### src/hw/rtl/iotcs_pkg.sv
`timescale 1ns / 1ps
// ----------------------------------------------------------------------------
// iotcs_pkg
// shared constants and controller/datapath interface types for the scheduler
// ----------------------------------------------------------------------------
package iotcs_pkg;

    localparam int unsigned TASK_IDS_DEF  = 256;
    localparam int unsigned TIME_BITS_DEF = 32;
    localparam int unsigned ID_W          = 8;
    localparam int unsigned ID_RANGE      = 256;
    localparam int unsigned CFG_W         = 16;
    localparam int unsigned GAP_W         = CFG_W + 1;
    localparam int unsigned OUT_W         = 32;

    typedef struct packed {
        logic load;
        logic diff;
        logic gap;
        logic adv;
        logic fin;
    } t_cmd;

    typedef struct packed {
        logic out_busy;
    } t_sts;

endpackage

### src/hw/rtl/iotcs_ctrl.sv
`timescale 1ns / 1ps
// ----------------------------------------------------------------------------
// iotcs_ctrl
// sequencer: accept, difference, gap, advance, finish
// ----------------------------------------------------------------------------
module iotcs_ctrl (
    input  logic            i_clk,
    input  logic            i_rst_n,
    input  logic            i_valid,
    output logic            o_ready,
    input  iotcs_pkg::t_sts i_sts,
    output iotcs_pkg::t_cmd o_cmd
);
    import iotcs_pkg::*;

    localparam logic [2:0] S_IDLE = 3'd0;
    localparam logic [2:0] S_DIFF = 3'd1;
    localparam logic [2:0] S_GAP  = 3'd2;
    localparam logic [2:0] S_ADV  = 3'd3;
    localparam logic [2:0] S_FIN  = 3'd4;

    logic [2:0] r_state;
    logic [2:0] n_state;

    always_comb begin
        n_state  = r_state;
        o_ready  = 1'b0;
        o_cmd    = '0;
        unique case (r_state)
            S_IDLE: begin
                o_ready    = 1'b1;
                o_cmd.load = i_valid;
                if (i_valid) begin
                    n_state = S_DIFF;
                end
            end
            S_DIFF: begin
                o_cmd.diff = 1'b1;
                n_state    = S_GAP;
            end
            S_GAP: begin
                o_cmd.gap = 1'b1;
                n_state   = S_ADV;
            end
            S_ADV: begin
                o_cmd.adv = 1'b1;
                n_state   = S_FIN;
            end
            S_FIN: begin
                if (!i_sts.out_busy) begin
                    o_cmd.fin = 1'b1;
                    n_state   = S_IDLE;
                end
            end
            default: begin
                n_state = S_IDLE;
            end
        endcase
    end

    always_ff @(posedge i_clk) begin
        if (!i_rst_n) begin
            r_state <= S_IDLE;
        end else begin
            r_state <= n_state;
        end
    end

endmodule

### config.mk
export PLATFORM = sky130hd
export DESIGN_NAME = iotcs_ctrl
export DESIGN_NICKNAME = d
export VERILOG_FILES = /design/src/hw/rtl/iotcs_pkg.sv /design/src/hw/rtl/iotcs_ctrl.sv
export SDC_FILE = /design/constraint.sdc
export NUM_CORES = 1
export LEC_CHECK = 0
export BUFFER_PORTS_ARGS = -buffer_cell sky130_fd_sc_hd__buf_2
export CAP_MARGIN = 20
export CORE_AREA = 2 2 39 41
export CTS_CLUSTER_SIZE = 14
export DETAILED_ROUTE_END_ITERATION = 12
export DIE_AREA = 0 0 41 43
export HOLD_SLACK_MARGIN = 0.15
export MAX_ROUTING_LAYER = met4
export SYNTH_ARGS = -nofsm -noshare
export SYNTH_HDL_FRONTEND = slang
export SYNTH_SLANG_ARGS = --single-unit
### constraint.sdc
create_clock -name i_clk -period 1.2 [get_ports i_clk]
set_input_delay 0.18 -clock i_clk [delete_from_list [all_inputs] [get_ports i_clk]]
set_output_delay 0.18 -clock i_clk [all_outputs]
set_load 0.1 [all_outputs]
==> results of run 1 <==
[report_power, final]
group / internal, mW / total [mW] / switching (mW) / leakage [nW]
Clock: 0.125 / 0.177 / 0.0520 / 0.0150
Combinational: 0.162 / 0.388 / 0.226 / 0.156
Sequential: 0.110 / 0.116 / 0.00575 / 0.0261
Total: 0.397 / 0.681 / 0.283 / 0.197
[what timing repair did]
item / CTS / global route
pin swaps: 4 / 3
setup endpoints to repair: 6 / 7
setup buffers: 2 / 2
hold endpoints to repair: 0 / 0
gates resized for setup: 2 / 3
gates cloned: 0 / 0
[cell type report]
class | instances | area (um2) | area share
multi-input cells | 13 | 152.6 | 0.3185
repair buffers | 18 | 214.0 | 0.4465
clock buffers | 4 | 26.28 | 0.05483
well taps | 16 | 20.02 | 0.04178
flip-flops and latches | 3 | 66.31 | 0.1384
[cells by family (layout without fill, tap and decap cells)]
| logic type | after synthesis | count (layout) |
|---|---|---|
| simple gates | 10 | 10 |
| flops | 3 | 3 |
| compound gates | 2 | 2 |
| xor+xnor | 1 | 1 |
| buf+inv | 0 | 22 |
[cell usage after synthesis (all sizes together)]
cell / number
nor3b: 3
nor2: 1
nand2: 1
and3b: 1
and2: 1
nor3: 2
xnor2: 1
or3b: 1
o2bb2ai: 1
o21ai: 1
dfxtp: 3
[through the flow]
stage | setup slack [ps] | power, mW | hold slack (ps)
after floorplan | -653.7 | 0.3395 | 287.6
after global placement | -47.54 | 0.4722 | 432.3
after detailed placement | -63.24 | 0.4742 | 432.6
after CTS | -232.9 | 0.6656 | 197.2
after global routing | -262.3 | 0.7109 | 233.5
final | -224.6 | 0.6806 | 229.5
[critical path, delay by kind of cell (launching register included)]
| kind | cells | cell delay, ps |
|---|---|---|
| AND/OR/NAND/NOR | 2 | 520 |
| flip-flops | 1 | 320 |
| buffers and inverters | 1 | 180 |
[layer usage]
layer  routed length (um)  vias up  GRT usage
met4                    0        0    0.06000
met1                  265       96     0.1026
li1                     -      102          -
met3                   40        0    0.03141
met2                  273       10    0.08438
met5                    0        -          -
[path summary, 6_finish.rpt]
check / slack, ps / depth (start not counted) / startpoint / end
setup reg to reg: 0 / 4 / r_state[1] / r_state[2]
hold reg to reg: 550 / 2 / r_state[0] / r_state[0]
hold / removal: 230 / 2 / i_rst_n / r_state[2]
setup / recovery: -220 / 3 / r_state[1] / o_cmd[0]
==> metrics.yaml, run 1 <==
status:
  outcome: "finished with violations"
  violations: "setup timing"
power:
  cellPowerDensity_mw_per_mm2: 1420
  power.leakage_nw: 0.1968
  ir_worst_vdd_uv: 533.5
cells_and_area:
  fin_nets: 43
  final_cell_mix: "buf_12 (6), buf_4 (6), clkbuf_4 (3), buf_2 (3), buf_6 (3)"
  stdcell_count: 54
  fin_area_um2: 479.2
  largest_reg_flops: 3
  reg_top3: "r_state x3"
  drive_above_1_share: 0.8421
  diodes: 0
  fillCellCount: 146
  synthToLayoutAreaGrowth_pct: 211.4
  post-route-util: 0.3463
  regMostFlops: "r_state"
worst_setup_path:
  start_kind: "flop"
  cp_max_fo: 2
  crit_type: "flop to primary output"
  crit_chain: "or3b_4 > nor2_4 > buf_12"
  slowest_stage: "or3b_4"
  cp.required_ps: 1020
  critPathCaptureType: "primary output"
  slowest_delay_ps: 410
  arrival_ps: 1240
yosys:
  synth_nets: 20
  synth-simple-area-share: 0.4228
  synth_top_family_by_area: "simple AND/OR/NAND/NOR gates"
  synth_mux_area_frac: 0
  synthesis.area_um2: 153.9
  synth_cells: 16
  synth_top_area_share: 0.3902
  synth_seq_cells: 3
  synthAdderAreaFrac: 0
  ys_seq_area_frac: 0.3902
  synth_cell_types: 11
  yosysTopAreaCell: "dfxtp_1"
  yosys_warnings: 0
  synth_area_leaders: "dfxtp_1 (39%), nor3b_1 (15%), o2bb2ai_2 (9.8%)"
  syn-mean-instance-area_um2: 9.619
  synth_compound_area_frac: 0.1301
  synthXorXnorAreaFrac: 0.05691
clocking:
  clockRootBuffer: "clkbuf_4"
  clockBufferDepth: 2
  clkLatencyLatePin_ps: 230
  cts_tree: "done"
  cts.clk_slew.worst_paths_ps: 40
  clock_sinks: 3
  cts_hold_buf: 0
  numCtsBuffers: 3
  cts-htree-levels: 1
sta:
  setup_viol: 6
  max_slew_margin: 0.8774
  setup_slack_ps: -224.6
  worst_pin_slew_ps: 183.8
  fin_worst_skew_ps: 2.095
  finalSetupTns_ps: -913.3
  layout_min_cycle_time_ps: 1425
  fin_crit_sh: 1.187
  fmax_mhz: 702.0
  hold_viol: 0
  slew_violations: 0
  rsz0062_at_grt: "yes"
die:
  dieArea_mm2: 0.001763
  core_mm2: 0.001384
  rows: 14
  die_x_um: 41
  io-pin-count: 10
  start_util: 0.1112
  dieHeight_um: 43
placement:
  place.port_buffers: 9
  gp_congestion: 0.7213
  place_inst: 46
  dpl.hpwl_um: 366
  placed_cell_area_um2: 396.6
worst_hold_path:
  hp-class: "input port to flop"
detailed_routing:
  vias: 208
  dr.pass1.iters: 2
  drc: 0
  viasPerCell: 3.852
  wirelength_um: 579
  drt-initial-drc-count: 2
  wl_per_cell_um: 10.72
  ant_nets: 0
flow_run:
  max_cap_violations: 0
global_routing:
  grt_max_degree: 7
  grt_pass1_wl_um: 828
  grt_usage: 0.07605
  grt_pass1_vias: 211
  grt_antenna_before_repair: 0
  overflow: 0
Note: power is estimated with default switching activity, not from simulation.
==> run 2: changes to the inputs <==
--- a/config.mk
+++ b/config.mk
@@ -15,2 +15,3 @@
 export MAX_ROUTING_LAYER = met4
+export SETUP_SLACK_MARGIN = 0.2
 export SYNTH_ARGS = -nofsm -noshare
==> constraint.sdc (replaced) <==
create_clock -name i_clk -period 1.2 [get_ports i_clk]
set_input_delay 0.06 -clock i_clk [delete_from_list [all_inputs] [get_ports i_clk]]
set_output_delay 0.06 -clock i_clk [all_outputs]
set_load 0.1 [all_outputs]
==> metrics.yaml, run 2 (synthesis results as in run 1) <==
cells_and_area:
  mostFrequentLayoutCell: "buf_12"
  synthToLayoutAreaGrowth_pct: 227.6
  stdcell_count: 57
  multi_input_area_um2: 140.1
  fillCellCount: 139
  regArea_um2: 66.31
  drive_above_1_share: 0.7805
  fin_area_um2: 504.2
  reg_top3: "r_state x3"
  regMostFlops: "r_state"
  fin_nets: 46
  diodes: 0
  final_cell_mix: "buf_12 (6), buf_6 (5), buf_4 (4)"
  largest_reg_flops: 3
clocking:
  clockBufferDepth: 2
  cts.clk_slew.worst_paths_ps: 40
  clockRootBuffer: "clkbuf_4"
  clkLatencyLatePin_ps: 230
  numCtsBuffers: 3
  cts_tree: "done"
  cts-htree-levels: 1
  clock_sinks: 3
placement:
  place_inst: 45
  placed_cell_area_um2: 389.1
  gp_congestion: 0.6646
  place.port_buffers: 9
  dpl.hpwl_um: 345
sta:
  slew_violations: 0
  setup_viol: 3
  hold_viol: 0
  worst_pin_slew_ps: 179.5
  max_slew_margin: 0.8802
  fmax_mhz: 767.9
  fin_crit_sh: 1.085
  layout_min_cycle_time_ps: 1302
  fin_worst_skew_ps: 1.549
  rsz0062_at_grt: "yes"
  setup_slack_ps: -102.2
global_routing:
  overflow: 0
  grt_pass1_vias: 210
  grt_antenna_before_repair: 0
  grt_pass1_wl_um: 821
  grt_max_degree: 7
  grt_usage: 0.07400
worst_hold_path:
  whs_path_depth: 3
  hp-class: "input port to primary output"
  hold_start: "i_sts"
  min_to: "o_cmd[0]"
die:
  dieHeight_um: 43
  core_mm2: 0.001384
  io-pin-count: 10
  die_x_um: 41
  dieArea_mm2: 0.001763
  start_util: 0.1112
  rows: 14
worst_setup_path:
  cp_max_fo: 2
  reg2regPathDepth: 4
  crit_type: "flop to primary output"
  arrival_ps: 1240
  ff2ff_setup_slack_ps: 50
  cp.required_ps: 1140
  reg2reg_to: "r_state[2]"
  critPathCaptureType: "primary output"
  timing.rr.start: "r_state[1]"
  start_kind: "flop"
detailed_routing:
  viasPerCell: 3.754
  wirelength_um: 518
  drc: 0
  ant_nets: 0
  maxUsedRoutingLayer: "met3"
  wl_met3_um: 44
  wl_per_cell_um: 9.088
  vias: 214
  drt-initial-drc-count: 5
  wl_met1_um: 241
  dr.pass1.iters: 3
  wl_met2_um: 231
power:
  p_total_mw: 0.6788
  cellPowerDensity_mw_per_mm2: 1346
  ir_worst_vdd_uv: 648.5
  power.leakage_nw: 0.2085
flow_run:
  max_cap_violations: 0
status:
  outcome: "finished with violations"
  violations: "setup timing"
run 2: cell count changes in the layout (fill, tap and decap cells not counted):
cell	change
buf_4	-2
buf_6	+2
dlygate4sd3_1	+3
o2bb2ai_2	+1
o2bb2ai_4	-1
run 2: per-layer routing:
metal / track usage / up-vias
met2: 0.08438 / 10
met1: 0.09615 / 95
met3: 0.03141 / 0
li1: - / 109
met4: 0.06000 / 0
met5: - / -
run 2: what timing repair did:
action	in CTS	in global routing
endpoints found under the setup margin	6	7
hold buffers	3	0
endpoints found under the hold margin	3	0
setup buffers	2	3
pin swaps	3	2
gates resized for setup	2	4
gates cloned	0	0
run 2: critical path: stages, from the launching register on:
cell	delay, ps
dfxtp_2	310
or3b_4	410
nor2_4	110
buf_12	180
run 2: how the worst max path moves through the flow:
stage / start / endpoint / cells after the start
after floorplan: r_state[1] / o_cmd[4] / 2
after global placement: r_state[0] / o_cmd[0] / 3
after detailed placement: r_state[0] / o_cmd[0] / 3
after CTS: r_state[0] / o_cmd[4] / 4
after global routing: r_state[1] / o_cmd[0] / 3
final: r_state[1] / o_cmd[0] / 3
run 2: cell type report:
cell class / count / share of cell area
well taps: 16 / 0.03970
flip-flops and latches: 3 / 0.1315
multi-input cells: 13 / 0.2779
repair buffers: 21 / 0.4988
clock buffers: 4 / 0.05211
run 2: power by group:
part	internal (mW)	total (mW)	leakage, nW	switching [mW]
clock	0.125	0.177	0.0150	0.0522
sequential	0.111	0.117	0.0261	0.00599
combinational	0.164	0.385	0.167	0.221
total	0.399	0.679	0.208	0.279
run 2: stage by stage:
| stage | hold WS (ps) | util | worst slack (ps) | setup TNS (ps) |
|---|---|---|---|---|
| 6_report | 427.9 | 0.3644 | -102.2 | -186.7 |
| 3_3_place_gp | 308.4 | 0.2812 | 50.96 | 0 |
| 3_5_place_dp | 310.9 | 0.2812 | 41.18 | 0 |
| 4_1_cts | 430.8 | 0.3373 | -110.4 | -310.5 |
| 2_1_floorplan | 167.6 | - | -533.7 | -1017 |
| 5_1_grt | 439.2 | 0.3644 | -129.8 | -373.1 |
==> run 3: changes to the inputs <==
PLACE_DENSITY_LB_ADDON = 0.12   (was not set)
==> metrics.yaml, run 3 (synthesis results as in run 1) <==
cells_and_area:
  reg_top3: "r_state x3"
  post-route-util: 0.3463
  mostFrequentLayoutCell: "buf_12"
  synthToLayoutAreaGrowth_pct: 211.4
  final_cell_mix: "buf_12 (6), buf_6 (5), clkbuf_4 (3), buf_2 (3)"
  largest_reg_flops: 3
  fin_nets: 43
  diodes: 0
  regMostFlops: "r_state"
  fillCellCount: 152
  drive_above_1_share: 0.7895
sta:
  max_slew_margin: 0.8717
  fin_crit_sh: 1.099
  setup_slack_ps: -119.3
  finalSetupTns_ps: -267.0
  setup_viol: 4
  fin_worst_skew_ps: 0.8466
  slew_violations: 0
  fmax_mhz: 758.0
  worst_pin_slew_ps: 192.2
  hold_viol: 0
  rsz0062_at_grt: "yes"
  layout_min_cycle_time_ps: 1319
worst_setup_path:
  critPathLaunch: "r_state[1]"
  cp_max_fo: 2
  cp.required_ps: 1140
  critPathCaptureType: "primary output"
  timing.rr.start: "r_state[2]"
  start_kind: "flop"
  arrival_ps: 1260
  crit_type: "flop to primary output"
global_routing:
  grt_usage: 0.07914
  grt_pass1_wl_um: 848
  gr-usage-met3: 0.01571
  grtUsageMet1: 0.08654
  overflow: 0
  grt_antenna_before_repair: 0
  top_usage_layer: "met4"
  grt_max_degree: 7
  grt_pass1_vias: 212
  grt_use_met2: 0.09063
worst_hold_path:
  hp-class: "input port to flop"
  hold_start: "i_valid"
clocking:
  clock_sinks: 3
  clkLatencyLatePin_ps: 230
  clockRootBuffer: "clkbuf_4"
  cts.clk_slew.worst_paths_ps: 40
  cts-htree-levels: 1
  cts_tree: "done"
  numCtsBuffers: 3
  clockBufferDepth: 2
die:
  core_mm2: 0.001384
  dieArea_mm2: 0.001763
  dieHeight_um: 43
  die_x_um: 41
  io-pin-count: 10
  start_util: 0.1112
  rows: 14
flow_run:
  max_cap_violations: 0
detailed_routing:
  drt-initial-drc-count: 2
  wirelength_um: 528
  vias: 207
  dr.pass1.iters: 2
  wl_per_cell_um: 9.778
  ant_nets: 0
  viasPerCell: 3.833
  drc: 0
placement:
  gp_congestion: 0.6255
  place.port_buffers: 9
  dpl.hpwl_um: 367.6
power:
  cellPowerDensity_mw_per_mm2: 1417
  power.leakage_nw: 0.1956
  ir_worst_vdd_uv: 411.0
status:
  violations: "setup timing"
  outcome: "finished with violations"
run 3: worst max-delay path, cell delays in order, from the launching register on:
cell,delay (ps)
dfxtp_2,320
or3b_4,420
nor2_4,110
buf_12,180
run 3: power by group:
| group | switching (mW) | internal [mW] |
|---|---|---|
| clock network | 0.0537 | 0.125 |
| registers | 0.00623 | 0.111 |
| logic | 0.220 | 0.163 |
| total | 0.280 | 0.399 |
run 3: final cells by class:
class | instances | area [um2] | area share
multi-input combinational | 13 | 140.1 | 0.2924
clock buffer | 4 | 26.28 | 0.05483
tap | 16 | 20.02 | 0.04178
sequential | 3 | 66.31 | 0.1384
timing repair buffer | 18 | 226.5 | 0.4726
run 3: per-stage QoR:
| stage | worst slack [ps] | hold slack (ps) | cells | area [um2] | power (mW) |
|---|---|---|---|---|---|
| finish | -119.3 | 156.9 | 54 | 479.2 | 0.6790 |
| global route | -160.7 | 198.1 | 54 | 479.2 | 0.7146 |
| CTS | -126.6 | 158.4 | 52 | 449.2 | 0.6716 |
| detailed placement | 46.05 | 309.5 | 45 | 389.1 | 0.4719 |
| global placement | 42.69 | 316.5 | 45 | 389.1 | 0.4724 |
| floorplan | -533.7 | 167.6 | 16 | 203.9 | 0.3395 |
run 3: path summary, 6_finish.rpt:
kind / to / cells past startpoint / slack (ps)
max reg2reg: r_state[2] / 4 / 160
min: r_state[0] / 3 / 160
min reg2reg: r_state[0] / 2 / 560
max: o_cmd[0] / 3 / -120
run 3: layer usage:
layer  vias up  share of wire  wire length (um)
met5         -              0                 0
met4         0          0.042                22
met3         2         0.0019                 1
met2         2           0.60               315
met1       100           0.36               188
li1        103              -                 -
run 3: repair_timing:
item	in CTS	in global routing
hold buffers	2	0
cloned	0	0
endpoints found under the hold margin	3	0
buffers inserted	1	2
pin swaps	5	2
setup endpoints to repair	6	7
gates resized for setup	2	4
